$ cat config.mk
export PLATFORM = sky130hd
export DESIGN_NAME = nearest_segment_search_unit
export DESIGN_NICKNAME = d
export VERILOG_FILES = /design/src/hdl/nss_pkg.sv /design/src/hdl/nearest_segment_search_unit.sv
export SDC_FILE = /design/constraint.sdc
export NUM_CORES = 2
export LEC_CHECK = 0
export BUFFER_PORTS_ARGS = -buffer_cell sky130_fd_sc_hd__buf_2
export CAP_MARGIN = 20
export CORE_MARGIN = 10
export CORE_UTILIZATION = 60
export CTS_CLUSTER_SIZE = 24
export DETAILED_ROUTE_END_ITERATION = 10
export PLACE_DENSITY = 0.8
export RECOVER_POWER = 100
export SLEW_MARGIN = 20
export SYNTH_ARGS = -nofsm -noshare
export SYNTH_HDL_FRONTEND = slang
export SYNTH_SLANG_ARGS = --single-unit
$ cat constraint.sdc
create_clock -name clk -period 11.6 [get_ports clk]
set_input_delay 0.58 -clock clk [delete_from_list [all_inputs] [get_ports clk]]
set_output_delay 0.58 -clock clk [all_outputs]
set_load 0.01 [all_outputs]
$ cat src/hdl/nss_pkg.sv
package nss_pkg;

  localparam int MAX_SEGMENTS_DEF = 32;
  localparam int COORD_BITS_DEF   = 10;
  localparam int OUT_IDX_BITS     = 5;
  localparam int OUT_DATA_BITS    = 8;

  typedef enum logic [1:0] {
    MODE_ADD      = 2'd0,
    MODE_CLEAR    = 2'd1,
    MODE_ENDPOINT = 2'd2,
    MODE_LINE     = 2'd3
  } mode_t;

  localparam logic STATUS_DONE = 1'b0;
  localparam logic STATUS_FULL = 1'b1;

endpackage

$ cat src/hdl/nearest_segment_search_unit.sv
// Add and clear go straight to the result. An endpoint query steps each stored segment
// via S_RD, S_LD, S_E1-S_E5; a line query via S_RD, S_LD, S_LAD-S_LCHK, maybe S_LM2-S_LDEC.
// One shared signed multiplier with a registered product does every multiply, one per cycle.
// Throughput: one word in flight; input is taken again once the result is in the output register.
// Reset (rst, synchronous): empties the table and drops any pending result; table contents
// stay undefined until written.
module nearest_segment_search_unit
  import nss_pkg::*;
#(
  parameter int MAX_SEGMENTS = MAX_SEGMENTS_DEF,
  parameter int COORD_BITS   = COORD_BITS_DEF
) (
  input  logic                                      clk,
  input  logic                                      rst,
  input  logic                                      s_tvalid,
  output logic                                      s_tready,
  // first_x, first_y, second_x, second_y from bit 0 up, zero padded to bytes
  input  logic [((4*COORD_BITS+7)/8)*8-1:0]         s_tdata,
  // mode
  input  logic [1:0]                                s_tuser,
  output logic                                      m_tvalid,
  input  logic                                      m_tready,
  // nearest_index, zero padded to a byte
  output logic [OUT_DATA_BITS-1:0]                  m_tdata,
  // status
  output logic                                      m_tuser
);

  localparam int C  = COORD_BITS;
  localparam int D  = C + 1;
  localparam int W  = 2 * C + 2;
  localparam int SW = W + 1;
  localparam int PW = 2 * SW;
  localparam int LW = 3 * W;
  localparam int IW = (MAX_SEGMENTS > 1) ? $clog2(MAX_SEGMENTS) : 1;
  localparam int CW = $clog2(MAX_SEGMENTS + 1);

  typedef enum logic [4:0] {
    S_IDLE, S_RD, S_LD,
    S_E1, S_E2, S_E3, S_E4, S_E5,
    S_LAD, S_LBD, S_LAA, S_LBB, S_LSQ, S_LCHK, S_LM2, S_LM3, S_LM4, S_LCMP, S_LDEC,
    S_FIN
  } state_t;

  state_t                  state;
  logic [CW-1:0]           count;
  logic [IW-1:0]           idx;
  logic [IW-1:0]           best;
  logic                    have;
  logic                    line_q;
  logic                    res_status;

  logic [4*C-1:0]          mem [MAX_SEGMENTS];
  logic [4*C-1:0]          rd;

  logic [C-1:0]            px;
  logic [C-1:0]            py;
  logic signed [D-1:0]     ea;
  logic signed [D-1:0]     eb;
  logic signed [D-1:0]     e1x;
  logic signed [D-1:0]     e1y;
  logic signed [D-1:0]     e2x;
  logic signed [D-1:0]     e2y;

  logic signed [SW-1:0]    mul_a;
  logic signed [SW-1:0]    mul_b;
  logic signed [PW-1:0]    prod;
  logic signed [PW-1:0]    acc;
  logic signed [PW-1:0]    num;
  logic [W-1:0]            an;
  logic [W-1:0]            den;
  logic [2*W-1:0]          n2;
  logic [2*W-1:0]          bn;
  logic [W-1:0]            bd;
  logic [W-1:0]            dist_best;
  logic [LW-1:0]           lhs;
  logic [LW-1:0]           rhs;

  mode_t                   in_mode;
  logic                    in_fire;
  logic                    table_full;
  logic                    last_seg;
  logic [W-1:0]            dsum;
  logic [LW-1:0]           prod_ext;

  assign in_mode    = mode_t'(s_tuser);
  assign s_tready   = (state == S_IDLE);
  assign in_fire    = s_tvalid && s_tready;
  assign table_full = (count == CW'(MAX_SEGMENTS));
  assign last_seg   = ((CW'(idx) + CW'(1)) == count);
  assign dsum       = W'(acc + prod);
  assign prod_ext   = LW'(prod[2*W-1:0]);

  // operand select for the shared multiplier
  always_comb begin
    mul_a = '0;
    mul_b = '0;
    case (state)
      S_E1: begin
        mul_a = SW'(e1x);
        mul_b = SW'(e1x);
      end
      S_E2: begin
        mul_a = SW'(e1y);
        mul_b = SW'(e1y);
      end
      S_E3: begin
        mul_a = SW'(e2x);
        mul_b = SW'(e2x);
      end
      S_E4: begin
        mul_a = SW'(e2y);
        mul_b = SW'(e2y);
      end
      S_LAD: begin
        mul_a = SW'(ea);
        mul_b = SW'(e1x);
      end
      S_LBD: begin
        mul_a = SW'(eb);
        mul_b = SW'(e1y);
      end
      S_LAA: begin
        mul_a = SW'(ea);
        mul_b = SW'(ea);
      end
      S_LBB: begin
        mul_a = SW'(eb);
        mul_b = SW'(eb);
      end
      S_LSQ: begin
        mul_a = SW'(an);
        mul_b = SW'(an);
      end
      S_LCHK: begin
        mul_a = SW'(prod[W-1:0]);
        mul_b = SW'(bd);
      end
      S_LM2: begin
        mul_a = SW'(n2[2*W-1:W]);
        mul_b = SW'(bd);
      end
      S_LM3: begin
        mul_a = SW'(bn[W-1:0]);
        mul_b = SW'(den);
      end
      S_LM4: begin
        mul_a = SW'(bn[2*W-1:W]);
        mul_b = SW'(den);
      end
      default: begin
        mul_a = '0;
        mul_b = '0;
      end
    endcase
  end

  always_ff @(posedge clk) begin
    if (in_fire && in_mode == MODE_ADD && !table_full) begin
      mem[count[IW-1:0]] <= s_tdata[4*C-1:0];
    end
    rd <= mem[idx];
  end

  always_ff @(posedge clk) begin
    if (rst) begin
      state    <= S_IDLE;
      count    <= '0;
      idx      <= '0;
      best     <= '0;
      have     <= 1'b0;
      m_tvalid <= 1'b0;
    end else begin
      if (m_tvalid && m_tready && state != S_FIN) begin
        m_tvalid <= 1'b0;
      end
      prod <= mul_a * mul_b;
      case (state)
        S_IDLE: begin
          if (s_tvalid) begin
            px         <= s_tdata[C-1:0];
            py         <= s_tdata[2*C-1:C];
            idx        <= '0;
            best       <= '0;
            have       <= 1'b0;
            line_q     <= (in_mode == MODE_LINE);
            res_status <= STATUS_DONE;
            case (in_mode)
              MODE_ADD: begin
                if (table_full) begin
                  res_status <= STATUS_FULL;
                end else begin
                  count <= count + CW'(1);
                end
                state <= S_FIN;
              end
              MODE_CLEAR: begin
                count <= '0;
                state <= S_FIN;
              end
              MODE_ENDPOINT, MODE_LINE: begin
                state <= (count == '0) ? S_FIN : S_RD;
              end
              default: begin
                state <= S_FIN;
              end
            endcase
          end
        end
        S_RD: begin
          state <= S_LD;
        end
        S_LD: begin
          ea    <= $signed({1'b0, rd[4*C-1:3*C]}) - $signed({1'b0, rd[2*C-1:C]});
          eb    <= $signed({1'b0, rd[C-1:0]}) - $signed({1'b0, rd[3*C-1:2*C]});
          e1x   <= $signed({1'b0, px}) - $signed({1'b0, rd[C-1:0]});
          e1y   <= $signed({1'b0, py}) - $signed({1'b0, rd[2*C-1:C]});
          e2x   <= $signed({1'b0, px}) - $signed({1'b0, rd[3*C-1:2*C]});
          e2y   <= $signed({1'b0, py}) - $signed({1'b0, rd[4*C-1:3*C]});
          state <= line_q ? S_LAD : S_E1;
        end
        S_E1: begin
          state <= S_E2;
        end
        S_E2: begin
          acc   <= prod;
          state <= S_E3;
        end
        S_E3: begin
          if (!have || dsum < dist_best) begin
            dist_best <= dsum;
            best      <= idx;
            have      <= 1'b1;
          end
          state <= S_E4;
        end
        S_E4: begin
          acc   <= prod;
          state <= S_E5;
        end
        S_E5: begin
          if (dsum < dist_best) begin
            dist_best <= dsum;
            best      <= idx;
          end
          if (last_seg) begin
            state <= S_FIN;
          end else begin
            idx   <= idx + IW'(1);
            state <= S_RD;
          end
        end
        S_LAD: begin
          state <= S_LBD;
        end
        S_LBD: begin
          acc   <= prod;
          state <= S_LAA;
        end
        S_LAA: begin
          num   <= acc + prod;
          state <= S_LBB;
        end
        S_LBB: begin
          an    <= W'(num[PW-1] ? -num : num);
          acc   <= prod;
          state <= S_LSQ;
        end
        S_LSQ: begin
          den   <= dsum;
          state <= S_LCHK;
        end
        S_LCHK: begin
          n2 <= prod[2*W-1:0];
          if (den == '0 || !have) begin
            // skip a degenerate segment; take the first proper one
            if (den != '0) begin
              bn   <= prod[2*W-1:0];
              bd   <= den;
              best <= idx;
              have <= 1'b1;
            end
            if (last_seg) begin
              state <= S_FIN;
            end else begin
              idx   <= idx + IW'(1);
              state <= S_RD;
            end
          end else begin
            state <= S_LM2;
          end
        end
        S_LM2: begin
          lhs   <= prod_ext;
          state <= S_LM3;
        end
        S_LM3: begin
          lhs   <= lhs + (prod_ext << W);
          state <= S_LM4;
        end
        S_LM4: begin
          rhs   <= prod_ext;
          state <= S_LCMP;
        end
        S_LCMP: begin
          rhs   <= rhs + (prod_ext << W);
          state <= S_LDEC;
        end
        S_LDEC: begin
          if (lhs < rhs) begin
            bn   <= n2;
            bd   <= den;
            best <= idx;
          end
          if (last_seg) begin
            state <= S_FIN;
          end else begin
            idx   <= idx + IW'(1);
            state <= S_RD;
          end
        end
        S_FIN: begin
          if (!m_tvalid || m_tready) begin
            m_tvalid <= 1'b1;
            m_tdata  <= OUT_DATA_BITS'(OUT_IDX_BITS'(best));
            m_tuser  <= res_status;
            state    <= S_IDLE;
          end
        end
        default: begin
          state <= S_IDLE;
        end
      endcase
    end
  end

  a_count_bound: assert property (@(posedge clk) disable iff (rst)
    count <= CW'(MAX_SEGMENTS))
    else $error("segment count beyond table depth");

  a_walk_in_range: assert property (@(posedge clk) disable iff (rst)
    (state != S_IDLE && state != S_FIN) |-> (CW'(idx) < count))
    else $error("table walk beyond stored segments");

  a_one_in_flight: assert property (@(posedge clk) disable iff (rst)
    in_fire |=> !s_tready)
    else $error("input taken while a word is in flight");

  a_line_compare: assert property (@(posedge clk) disable iff (rst)
    (state == S_LDEC) |-> (have && den != '0))
    else $error("line compare without a proper best segment");

endmodule
==> results.yml <==
status:
  run_status: "finished, violations left"
  failed_checks: "capacitance limit, slew limit"
placement:
  detailedPlacementHpwl_mm: 180
  placement.setup.worst_slack_ps: 979
  numPortBuffers: 53
  placedCellCount: 9657
  gp_congestion: 1.03
  detailed_place.area_sq_um: 104000
global_routing:
  grt_pass1_wl_mm: 425
  pin_count_of_the_biggest_net_entering_global_routing: 149
  grtUsageTotal_pct: 30.9
  grt-ovfl-total: 0
  grt_antenna_before_repair: 22
  grt_pass1_vias: 65700
flow_run:
  maxCapViolCount: 55
timing:
  finalHoldViolations: 0
  final_critical_path_setup_slack_ps: 621
  headroom_to_the_max_slew_limit_pct: -209
  minimum_clock_period_after_layout_ps: 10980
  achievable-frequency_mhz: 91.1
  hold-worst-slack_ps: 138
  worst_clock_skew_ps: 78.8
  max_slew.worst_pin.slew_ps: 4640
  fin_crit_sh_pct: 94.6
  setup_violations: 0
  finalMaxSlewViolations: 2129
  fin_setup_tns_ps: 0
  rsz0062_at_grt: "no"
detailed_routing:
  detail_route.iter0.violations: 7783
  detail_route.first_pass.iterations: 6
  dr_total_vias: 64600
  route.detailed.drc: 0
  number_of_routed_nets_with_antenna_violations: 0
  avgViaCountPerCell: 6.46
  totalWireLength_mm: 289
  wl_per_cell_microns: 28.9
cells_and_area:
  final_cell_mix: "sky130_fd_sc_hd__edfxtp_1 (1797), sky130_fd_sc_hd__inv_1 (833), sky130_fd_sc_hd__nand2_1 (733)"
  number_of_standard_cells_in_the_final_layout_excluding_fillers: 10000
  layout_commonest_cell: "sky130_fd_sc_hd__edfxtp_1"
  final-seq-area_sq_um: 55200
  areaGrowthSynthToFinish_pct: 8.94
  fillerInstances: 11700
  final_cell_area_excluding_filler_cells_sq_um: 110000
  nets: 8662
  share_of_final_layout_standard_cells_stronger_than_drive_strength_1_pct: 9.46
  area_used_by_multi_input_combinational_logic_sq_um: 41200
floorplanning:
  fp.dieH_microns: 430
  start_util_pct: 60.2
  die_x_microns: 430
  floorplan.rows: 150
  io-pin-count: 57
  total_die_area_sq_um: 185000
  design.core.area_sq_um: 167000
synthesis:
  synth-simple-area-share_pct: 7.02
  synth-warning-count: 0
  synth_top_family_by_area: "adder cells"
  synth_edf_count: 1797
  ys_seq_area_share_pct: 54.9
  synth_top_area_share_pct: 53.6
  synth_async_reset_ratio_pct: 0
  muxShareOfSynthArea_pct: 7.67
  post-synth-top-area-cell: "sky130_fd_sc_hd__edfxtp_1"
  synth.distinct_cells: 97
  synth_fa_ha_area_share_pct: 16.5
  yosys-top-cells-area: "sky130_fd_sc_hd__edfxtp_1 (54%), sky130_fd_sc_hd__fa_1 (11%), sky130_fd_sc_hd__ha_1 (5.1%)"
  syn-cell-area_sq_um: 101000
  postSynthCellCount: 7562
  synth_seq_cells: 1860
  synth-compound-area-share_pct: 7.79
  dominant_synthesized_flop_cell: "sky130_fd_sc_hd__edfxtp_1"
  synth_xor_xnor_area_share_pct: 1.74
  postSynthAreaPerCell_sq_um: 13.3
setup_path:
  critPathRequiredTime_ps: 12130
  critical_path.max_fanout: 15
  worstSetupStartpointType: "flip-flop"
  timing.critical_path.slowest_stage_cell: "sky130_fd_sc_hd__nor3_1"
  critical_path.endpoint_type: "flip-flop"
  cp_data_arrival_time_ps: 11510
  critPathMostFrequentCell: "sky130_fd_sc_hd__inv_1"
  slowest_delay_ps: 1670
  ff2ff_path_depth: 32
  critPathKind: "reg -> reg"
power:
  p_int_uw: 14000
  p_switching_uw: 7960
  power_density_nw_per_um2: 201
  irDropWorstVdd_uv: 166
  netSwitchingFraction_pct: 36.2
  power_frac_clock_pct: 27.8
  power.share.combinational_pct: 34.7
  power.static_leakage_uw: 0.0405
  sequential_cell_fraction_of_total_power_pct: 37.5
clock_network:
  post_cts_resized: 0
  clkSinkCount: 1860
  h-tree-depth: 4
  clkSlewWorstSetupHoldPaths_ps: 60
  clock_tree.buffer_depth: 3
  clock_insertion_delay_worst_skew_ps: 840
  cts-buffers-inserted: 179
  cts_setup_buffers: 0
  ctsRootBufferMaster: "sky130_fd_sc_hd__clkbuf_16"
  cts_hold_repair.buffers: 0
  tritoncts: "built"
worst_hold_path:
  min_delay_path_depth: 2
  timing.hold.worst.class: "in -> reg"
## logic make-up (layout without fill, tap and decap cells)
kind of cell               count (synthesis)  in the layout
and+or+nand+nor                         1594           1594
other                                      1             17
buffers and inverters                   1151           1374
adders and majority gates                982            982
muxes                                    554            554
AOI/OAI and AO/OA                       1220           1220
xor gates and xnor gates                 200            200
DFF                                     1860           1860
## metal layers
| metal | part of all wire (%) | wire, microns | track usage, % |
|---|---|---|---|
| met1 | 35 | 102000 | 38.7 |
| met2 | 48 | 139000 | 50.7 |
| met3 | 10 | 28800 | 5.38 |
| met4 | 6.9 | 19900 | 18.1 |
| met5 | 0.025 | 73 | 0 |
## power groups by stage
stage	clock [uW]	combinational [uW]	sequential, uW
after floorplan	0	4940	8180
after global placement	0	7330	8360
after detailed placement	0	7450	8360
after CTS	6130	7580	8220
after global routing	6380	8280	8250
final	6110	7640	8250
## sequential cells by signal, summed over array words and instances (netlist names), 10 cells and up
| signal | count |
|---|---|
| py | 10 |
| den | 22 |
| acc | 46 |
| e2x | 11 |
| mem | 1280 |
| prod | 46 |
| e1x | 11 |
| e1y | 11 |
| lhs | 66 |
| e2y | 11 |
| num | 23 |
| ea | 11 |
| rhs | 66 |
| bn | 44 |
| an | 22 |
| n2 | 44 |
| dist_best | 22 |
| px | 10 |
| bd | 22 |
| eb | 11 |
| rd | 40 |
## per-stage QoR
| step | util (%) | total power [uW] |
|---|---|---|
| final | 65.6 | 22000 |
| after global routing | 65.6 | 22900 |
| after CTS | 65.9 | 21900 |
| after detailed placement | 62.2 | 15800 |
| after global placement | 62.2 | 15700 |
| after floorplan | - | 13100 |
## cell type report
type,instances,area share [%]
flip-flops and latches,1860,50.4
multi-input cells,4553,37.5
clock buffers,225,4.34
inverters,833,2.85
well taps,2204,2.52
clock inverters,109,1.28
repair buffers,207,1.05
diodes,14,0.0320
## worst max-delay path, delay by kind of cell (launching register included)
kind	cells	cell delay, ps
buffers and inverters	8	640
and+or+nand+nor	9	3800
adders and majority gates	8	3910
AOI/OAI and AO/OA	6	1800
DFF	1	440
xor gates and xnor gates	1	110
## cell usage after synthesis, drive strengths merged, types with 7 or more instances
cell type and number:
and4 8, o22ai 45, inv 832, a211o 7
o21a 27, xnor2 135, a21oi 342, nor3 66
o31ai 24, mux4 160, or3 32, ha 408
a221o 12, o211ai 9, fa 574, nand3b 9
nand2 736, dfxtp 63, buf 121, nor4 15
o21ai 298, nand4 50, nor2 430, a211oi 15
a21o 135, a221oi 15, nor2b 36, a21boi 17
a22oi 48, o221ai 121, nand3 50, and2 59
a222oi 11, and3 16, o21bai 24, a31oi 23
edfxtp 1797, mux2 137, mux2i 257, clkbuf 197
xor2 65, or2 23, nand2b 49
## final timing paths
kind | from | endpoint | slack, ps
max | state[3] | prod[44] | 620
min reg2reg | res_status | m_tuser | 440
max reg2reg | state[3] | prod[44] | 620
min | s_tuser[0] | res_status | 140
Power figures use the tool's default switching activity.
